`src/rtl/occ_pkg.sv`:
```
// Shared types and constants of the occurrence count statistics block.
package occ_pkg;

	localparam int QDEPTH = 4;
	localparam int QPTR_W = $clog2(QDEPTH);
	localparam int QCNT_W = $clog2(QDEPTH + 1);

	localparam logic [16:0] MIN_EMPTY = 17'h10000;
	localparam logic [15:0] SAT16 = 16'hFFFF;
	localparam logic [31:0] SAT32 = 32'hFFFF_FFFF;

	typedef struct packed {
		logic signed [31:0] entry_key;
		logic [15:0]        entry_count;
		logic               last_entry;
	} entry_t;

	typedef struct packed {
		logic        keep;
		logic [15:0] count;
		logic        last;
	} qitem_t;

	typedef struct packed {
		logic [15:0] distinct_count;
		logic [31:0] total_occurrences;
		logic [15:0] unique_count;
		logic [15:0] shared_count;
		logic [15:0] largest_first;
		logic [15:0] largest_second;
		logic [15:0] largest_third;
		logic [15:0] smallest_first;
		logic [15:0] smallest_second;
		logic [15:0] smallest_third;
	} result_t;

endpackage

```
`src/rtl/occurrence_count_statistics.sv`:
```
// Top level of the occurrence count statistics block.
// An entry transaction is taken every cycle while the four-entry queue has room.
// An accepted last entry is queued; the back end counts it when it pops it,
// which a stalled pending result holds off, and loads its result at that pop.
// Results leave through one output register; one set result per last entry.
// Asynchronous reset clears the mode, the queue, the statistics and the result valid flag.
module occurrence_count_statistics (
	input  logic             clk,
	input  logic             arst_n,
	input  logic             cfg_wr_en,
	input  logic             cfg_wr_data,
	input  logic             entry_valid,
	output logic             entry_stall,
	input  occ_pkg::entry_t  entry,
	output logic             result_valid,
	input  logic             result_stall,
	output occ_pkg::result_t result
);

	logic            push;
	logic            pop;
	logic            queue_full;
	logic            queue_not_empty;
	occ_pkg::qitem_t push_item;
	occ_pkg::qitem_t head_item;

	occ_front u_front (
		.clk         (clk),
		.arst_n      (arst_n),
		.cfg_wr_en   (cfg_wr_en),
		.cfg_wr_data (cfg_wr_data),
		.entry_valid (entry_valid),
		.entry_stall (entry_stall),
		.entry       (entry),
		.queue_full  (queue_full),
		.push        (push),
		.push_item   (push_item)
	);

	occ_queue u_queue (
		.clk       (clk),
		.arst_n    (arst_n),
		.push      (push),
		.push_item (push_item),
		.full      (queue_full),
		.not_empty (queue_not_empty),
		.pop       (pop),
		.head_item (head_item)
	);

	occ_back u_back (
		.clk          (clk),
		.arst_n       (arst_n),
		.item_valid   (queue_not_empty),
		.item         (head_item),
		.pop          (pop),
		.result_valid (result_valid),
		.result_stall (result_stall),
		.result       (result)
	);

endmodule

```
`src/rtl/occ_front.sv`:
```
// Front end: holds the key sign mode and classifies each accepted entry.
module occ_front (
	input  logic            clk,
	input  logic            arst_n,
	input  logic            cfg_wr_en,
	input  logic            cfg_wr_data,
	input  logic            entry_valid,
	output logic            entry_stall,
	input  occ_pkg::entry_t entry,
	input  logic            queue_full,
	output logic            push,
	output occ_pkg::qitem_t push_item
);

	logic mode_q;

	always_ff @(posedge clk or negedge arst_n) begin
		if (!arst_n) begin
			mode_q <= 1'b0;
		end else if (cfg_wr_en) begin
			mode_q <= cfg_wr_data;
		end
	end

	assign entry_stall = queue_full;
	assign push        = entry_valid && !queue_full;

	always_comb begin
		push_item.keep  = (entry.entry_key != 32'sd0) &&
			(mode_q ? !entry.entry_key[31] : entry.entry_key[31]);
		push_item.count = entry.entry_count;
		push_item.last  = entry.last_entry;
	end

endmodule

```
`src/rtl/occ_queue.sv`:
```
// Short queue of classified entries between the front and back ends.
module occ_queue (
	input  logic            clk,
	input  logic            arst_n,
	input  logic            push,
	input  occ_pkg::qitem_t push_item,
	output logic            full,
	output logic            not_empty,
	input  logic            pop,
	output occ_pkg::qitem_t head_item
);

	occ_pkg::qitem_t             slot_q [occ_pkg::QDEPTH];
	logic [occ_pkg::QPTR_W-1:0]  wr_ptr_q;
	logic [occ_pkg::QPTR_W-1:0]  rd_ptr_q;
	logic [occ_pkg::QCNT_W-1:0]  count_q;

	assign full      = (count_q == occ_pkg::QCNT_W'(occ_pkg::QDEPTH));
	assign not_empty = (count_q != '0);
	assign head_item = slot_q[rd_ptr_q];

	always_ff @(posedge clk) begin
		if (push) begin
			slot_q[wr_ptr_q] <= push_item;
		end
	end

	always_ff @(posedge clk or negedge arst_n) begin
		if (!arst_n) begin
			wr_ptr_q <= '0;
			rd_ptr_q <= '0;
			count_q  <= '0;
		end else begin
			if (push) begin
				wr_ptr_q <= (wr_ptr_q == occ_pkg::QPTR_W'(occ_pkg::QDEPTH - 1)) ?
					'0 : wr_ptr_q + 1'b1;
			end
			if (pop) begin
				rd_ptr_q <= (rd_ptr_q == occ_pkg::QPTR_W'(occ_pkg::QDEPTH - 1)) ?
					'0 : rd_ptr_q + 1'b1;
			end
			if (push && !pop) begin
				count_q <= count_q + 1'b1;
			end else if (pop && !push) begin
				count_q <= count_q - 1'b1;
			end
		end
	end

	assert property (@(posedge clk) disable iff (!arst_n)
		count_q <= occ_pkg::QCNT_W'(occ_pkg::QDEPTH))
		else $error("queue occupancy beyond its depth");

	assert property (@(posedge clk) disable iff (!arst_n)
		pop |-> not_empty)
		else $error("queue popped while empty");

endmodule

```
`src/rtl/occ_back.sv`:
```
// Back end: accumulates the statistics of a set and holds the result register.
module occ_back (
	input  logic             clk,
	input  logic             arst_n,
	input  logic             item_valid,
	input  occ_pkg::qitem_t  item,
	output logic             pop,
	output logic             result_valid,
	input  logic             result_stall,
	output occ_pkg::result_t result
);

	logic [15:0] acc_distinct_q;
	logic [31:0] acc_total_q;
	logic [15:0] acc_unique_q;
	logic [15:0] acc_shared_q;
	logic [15:0] top_max_q [3];
	logic [16:0] top_min_q [3];
	logic        result_valid_q;
	occ_pkg::result_t result_q;

	logic [15:0] nx_distinct;
	logic [31:0] nx_total;
	logic [15:0] nx_unique;
	logic [15:0] nx_shared;
	logic [15:0] nx_max [3];
	logic [16:0] nx_min [3];
	logic [32:0] sum;
	logic [16:0] cnt17;
	logic        emit;

	assign pop  = item_valid && (!item.last || !result_valid_q || !result_stall);
	assign emit = pop && item.last;

	always_comb begin
		nx_distinct = acc_distinct_q;
		nx_total    = acc_total_q;
		nx_unique   = acc_unique_q;
		nx_shared   = acc_shared_q;
		nx_max      = top_max_q;
		nx_min      = top_min_q;
		sum         = {1'b0, acc_total_q} + {17'd0, item.count};
		cnt17       = {1'b0, item.count};
		if (item.keep) begin
			if (acc_distinct_q != occ_pkg::SAT16) begin
				nx_distinct = acc_distinct_q + 1'b1;
			end
			nx_total = sum[32] ? occ_pkg::SAT32 : sum[31:0];
			if (item.count == 16'd1) begin
				if (acc_unique_q != occ_pkg::SAT16) begin
					nx_unique = acc_unique_q + 1'b1;
				end
			end else if (acc_shared_q != occ_pkg::SAT16) begin
				nx_shared = acc_shared_q + 1'b1;
			end
			if (item.count >= top_max_q[0]) begin
				nx_max[2] = top_max_q[1];
				nx_max[1] = top_max_q[0];
				nx_max[0] = item.count;
			end else if (item.count >= top_max_q[1]) begin
				nx_max[2] = top_max_q[1];
				nx_max[1] = item.count;
			end else if (item.count >= top_max_q[2]) begin
				nx_max[2] = item.count;
			end
			if (cnt17 <= top_min_q[0]) begin
				nx_min[2] = top_min_q[1];
				nx_min[1] = top_min_q[0];
				nx_min[0] = cnt17;
			end else if (cnt17 <= top_min_q[1]) begin
				nx_min[2] = top_min_q[1];
				nx_min[1] = cnt17;
			end else if (cnt17 <= top_min_q[2]) begin
				nx_min[2] = cnt17;
			end
		end
	end

	always_ff @(posedge clk or negedge arst_n) begin
		if (!arst_n) begin
			acc_distinct_q <= '0;
			acc_total_q    <= '0;
			acc_unique_q   <= '0;
			acc_shared_q   <= '0;
			top_max_q      <= '{3{16'd0}};
			top_min_q      <= '{3{occ_pkg::MIN_EMPTY}};
			result_valid_q <= 1'b0;
		end else begin
			if (emit) begin
				acc_distinct_q <= '0;
				acc_total_q    <= '0;
				acc_unique_q   <= '0;
				acc_shared_q   <= '0;
				top_max_q      <= '{3{16'd0}};
				top_min_q      <= '{3{occ_pkg::MIN_EMPTY}};
			end else if (pop) begin
				acc_distinct_q <= nx_distinct;
				acc_total_q    <= nx_total;
				acc_unique_q   <= nx_unique;
				acc_shared_q   <= nx_shared;
				top_max_q      <= nx_max;
				top_min_q      <= nx_min;
			end
			if (emit) begin
				result_valid_q <= 1'b1;
			end else if (!result_stall) begin
				result_valid_q <= 1'b0;
			end
		end
	end

	always_ff @(posedge clk) begin
		if (emit) begin
			result_q.distinct_count    <= nx_distinct;
			result_q.total_occurrences <= nx_total;
			result_q.unique_count      <= nx_unique;
			result_q.shared_count      <= nx_shared;
			result_q.largest_first     <= nx_max[0];
			result_q.largest_second    <= nx_max[1];
			result_q.largest_third     <= nx_max[2];
			result_q.smallest_first    <= nx_min[0][16] ? 16'd0 : nx_min[0][15:0];
			result_q.smallest_second   <= nx_min[1][16] ? 16'd0 : nx_min[1][15:0];
			result_q.smallest_third    <= nx_min[2][16] ? 16'd0 : nx_min[2][15:0];
		end
	end

	assign result_valid = result_valid_q;
	assign result       = result_q;

	assert property (@(posedge clk) disable iff (!arst_n)
		emit |=> (acc_distinct_q == '0) && (acc_total_q == '0) &&
			(top_min_q[0] == occ_pkg::MIN_EMPTY) && result_valid_q)
		else $error("set not cleared or result not loaded after the last transaction");

	assert property (@(posedge clk) disable iff (!arst_n)
		(top_max_q[0] >= top_max_q[1]) && (top_max_q[1] >= top_max_q[2]) &&
		(top_min_q[0] <= top_min_q[1]) && (top_min_q[1] <= top_min_q[2]))
		else $error("ranked counts out of order");

	assert property (@(posedge clk) disable iff (!arst_n)
		(result_valid_q && result_stall) |-> !emit)
		else $error("result overwritten while still pending");

endmodule

```
`config.mk`:
```
export PLATFORM = sky130hd
export DESIGN_NAME = occurrence_count_statistics
export DESIGN_NICKNAME = d
export VERILOG_FILES = /design/src/rtl/occ_pkg.sv /design/src/rtl/occurrence_count_statistics.sv /design/src/rtl/occ_front.sv /design/src/rtl/occ_queue.sv /design/src/rtl/occ_back.sv
export SDC_FILE = /design/constraint.sdc
export NUM_CORES = 1
export LEC_CHECK = 0
export BUFFER_PORTS_ARGS = -buffer_cell sky130_fd_sc_hd__buf_2
export CORE_ASPECT_RATIO = 1.4
export CORE_MARGIN = 1
export CORE_UTILIZATION = 46
export DETAILED_ROUTE_END_ITERATION = 8
export MAX_ROUTING_LAYER = met4
export PLACE_DENSITY = 0.75
export REMOVE_ABC_BUFFERS = 1
export SLEW_MARGIN = 20
export SYNTH_ARGS = -nofsm -noshare
export SYNTH_HDL_FRONTEND = slang
export SYNTH_SLANG_ARGS = --single-unit
```
`constraint.sdc`:
```
create_clock -name clk -period 9.46 [get_ports clk]
set_input_delay 0.946 -clock clk [delete_from_list [all_inputs] [get_ports clk]]
set_output_delay 0.946 -clock clk [all_outputs]
set_load 0.02 [all_outputs]
```
==> flow_summary.ini <==
[status]
status = finished with violations
violations = design-rule violations

[grt]
gr-max-usage-layer = met2
grt_pass1_vias = 18753
grt_pass1_wl_mm = 106
use_met2 = 0.431
grt_antenna_before_repair = 0
grt_max_degree = 129
gr-usage-met1 = 0.317
grt_use_total = 0.265
grt_util_met3 = 0.0401
grt_overflow = 0

[detailed_routing]
drt_iter0_markers = 1892
num_vias = 19252
avgViaCountPerCell = 6.48
routedWlPerCell_um = 23.0
ant_nets = 0
drc = 17
wl_mm = 68.5
first_pass_iters = 8

[critical_path]
end_kind = flip-flop
startpoint = u_queue.rd_ptr_q[0]
cp_data_required_time_ps = 9910
cp.arrival_ps = 6080
r2r-start = u_queue.rd_ptr_q[0]
cp-start-kind = flip-flop
crit_path_max_fanout = 36
path_class = flip-flop to flip-flop

[synthesis]
yosysSeqAreaShare = 0.515
synth_mux_area_frac = 0.0314
syn_area_sq_um = 23600
synth-async-reset-ratio = 0.431
synth_cell_types = 78
avgSynthCellArea_sq_um = 11.0
netlist_instances = 2152
synth_xor_area_frac = 0.0212
synth_top_family_by_area = compound AO/OA/AOI/OAI gates
ys_seq_elements = 436
synth_edf_count = 248
yosys_warnings = 0
synth_adder_area_share = 0.0659
synth_simple_gate_area_frac = 0.108
ys_dominant_reg_cell = edfxtp_1
synth-compound-area-share = 0.210

[placement]
hpwl_mm = 44.2
portBuffers = 232
gp_congestion = 0.929

[layout]
fin_nets = 2473
register_area_sq_um = 12200
num-fill-cells = 4288
drive_above_1_share = 0.170
area_growth_pct = 14.1
antenna_cells = 0
multi_input_area_sq_um = 10400

[clocking]
clockRootBuffer = clkbuf_16
cts_setup_buffers = 0
numCtsBuffers = 43
cts_tree = built
worstSkewPairLatency_ps = 580
clkTransAtPathRegs_ps = 70
clk_path_buf_depth = 3
cts.htree.levels = 2
post_cts_resized = 0
hold_buffers = 0
clkSinkCount = 436

[sta]
period_needed_ps = 5630
finClkSkew_ps = 23.1
setup_violations = 0
timing.slew.headroom = 0.251
final-hold-violation-count = 0
tightest_slew_ps = 1120
period_share = 0.595
fin_tns_setup_ps = 0
grt_setup_unrepaired = false
maxClockFrequency_mhz = 178
finalMaxSlewViolations = 0

[run]
maxCapViolCount = 0

[floorplanning]
coreArea_sq_um = 50400
die-area_sq_um = 52200
die_x_um = 193
ios = 233
start_util = 0.468
rows = 97
die_y_um = 270

[hold_path]
worstHoldPathType = input port to async pin
## path summary, 6_finish.rpt
path,cells past startpoint,slack (ps),to
setup / recovery,14,3830,u_back.top_max_q[37]
hold / removal,1,270,u_back.top_max_q[15]
setup reg to reg,14,3830,u_back.top_max_q[37]
hold reg to reg,1,510,u_back.acc_unique_q[10]
max in group asynchronous,3,7350,u_queue.count_q[2]
min in group clk,1,510,u_back.acc_unique_q[10]
## layer usage
| layer | part of all wire | vias to the layer above | routed length, um |
|---|---|---|---|
| li1 | - | 8622 | - |
| met1 | 0.38 | 9415 | 26100 |
| met2 | 0.49 | 1013 | 33300 |
| met3 | 0.080 | 202 | 5470 |
| met4 | 0.053 | 0 | 3630 |
| met5 | 0 | - | 0 |
## worst max-delay path, cell delays in order, from the launching register on
cell and delay, ps:
dfrtp_1 650, buf_4 370, mux4_2 740, inv_1 450
ha_1 330, nand2b_1 140, a211oi_1 270, o211ai_1 150
a32oi_2 240, buf_4 420, and2_2 440, buf_4 500
nor3_1 270, buf_4 260, a22o_1 230
## sequential cells by signal (all words and copies together) (netlist names)
register / cells
u_queue.slot_q: 72
u_back.result: 176
u_back.acc_unique_q: 16
u_queue.wr_ptr_q: 2
u_back.acc_distinct_q: 16
u_queue.count_q: 3
u_queue.rd_ptr_q: 2
u_back.acc_total_q: 32
u_back.top_max_q: 48
u_back.acc_shared_q: 16
u_front.mode_q: 1
u_back.result_valid: 1
u_back.top_min_q: 51
## layout make-up
type	count	area share
Inverter	132	0.0187
Clock buffer	53	0.0437
Multi-Input combinational cell	1419	0.388
Sequential cell	436	0.452
Tap cell	643	0.0299
Timing Repair Buffer	263	0.0536
Clock inverter	27	0.0142
## stage by stage
| stage | util | setup slack, ps | instances | cell area, sq um | hold WS [ps] |
|---|---|---|---|---|---|
| 3_5_place_dp | 0.502 | 3960 | 2891 | 25300 | 495 |
| 3_3_place_gp | 0.502 | 3860 | 2891 | 25300 | 475 |
| 5_1_grt | 0.534 | 3580 | 2973 | 26900 | 272 |
| 6_report | 0.534 | 3830 | 2973 | 26900 | 267 |
| 2_1_floorplan | - | 661 | 1987 | 23000 | 456 |
| 4_1_cts | 0.533 | 3900 | 2971 | 26800 | 507 |
## kinds of logic (layout without fill, tap and decap cells)
logic type | count (synthesis) | in the layout
xor gates and xnor gates | 57 | 57
and+or+nand+nor | 490 | 490
DFF | 436 | 436
muxes | 51 | 51
buffers and inverters | 297 | 475
adders and majority gates | 123 | 123
AOI/OAI and AO/OA | 698 | 698
## Yosys cell counts (19+ instances only)
master / number / area (sq um)
a311oi_1: 31 / 272
o22a_1: 26 / 228
o21ai_0: 114 / 571
mux2i_1: 21 / 210
a21oi_1: 83 / 415
ha_1: 121 / 1510
a31oi_1: 80 / 500
a22o_1: 68 / 596
clkbuf_1: 140 / 526
xnor2_1: 34 / 298
o31ai_1: 31 / 233
buf_1: 19 / 71.3
xor2_1: 23 / 201
a41oi_1: 36 / 315
nand4_1: 26 / 163
and3_1: 25 / 156
o22ai_1: 21 / 131
a21o_1: 26 / 195
nand3_1: 52 / 260
edfxtp_1: 248 / 7450
nor4_1: 28 / 175
nor2_1: 75 / 282
dfrtp_1: 185 / 4630
o2bb2ai_1: 32 / 280
nand2_1: 166 / 623
inv_1: 131 / 492
## cells in the final DEF (no fill, tap or decap), types with 15 or more instances in the layout
| cell type | count |
|---|---|
| nor2_1 | 71 |
| buf_2 | 231 |
| nor4b_1 | 17 |
| o21ai_0 | 114 |
| a311oi_1 | 31 |
| o31ai_1 | 30 |
| edfxtp_1 | 248 |
| and4_1 | 15 |
| a22oi_1 | 18 |
| o22ai_1 | 21 |
| and3_1 | 25 |
| ha_1 | 121 |
| nand2_1 | 165 |
| dfrtp_1 | 185 |
| a32oi_1 | 16 |
| nor4_1 | 28 |
| a41oi_1 | 36 |
| a2bb2oi_1 | 17 |
| xor2_1 | 23 |
| a21oi_1 | 79 |
| mux2i_1 | 20 |
| nor3_1 | 17 |
| buf_4 | 29 |
| or4_1 | 18 |
| inv_1 | 130 |
| a221o_1 | 17 |
| a31oi_1 | 78 |
| nand3_1 | 52 |
| nand4_1 | 26 |
| a21o_1 | 26 |
| o22a_1 | 26 |
| mux4_2 | 17 |
| clkbuf_16 | 45 |
| a22o_1 | 68 |
| o2bb2ai_1 | 32 |
| a211oi_1 | 17 |
| xnor2_1 | 34 |
Power is left out: the tool's default activity adds up to more than one toggle a clock period on the data nets, which glitch-free logic cannot reach.
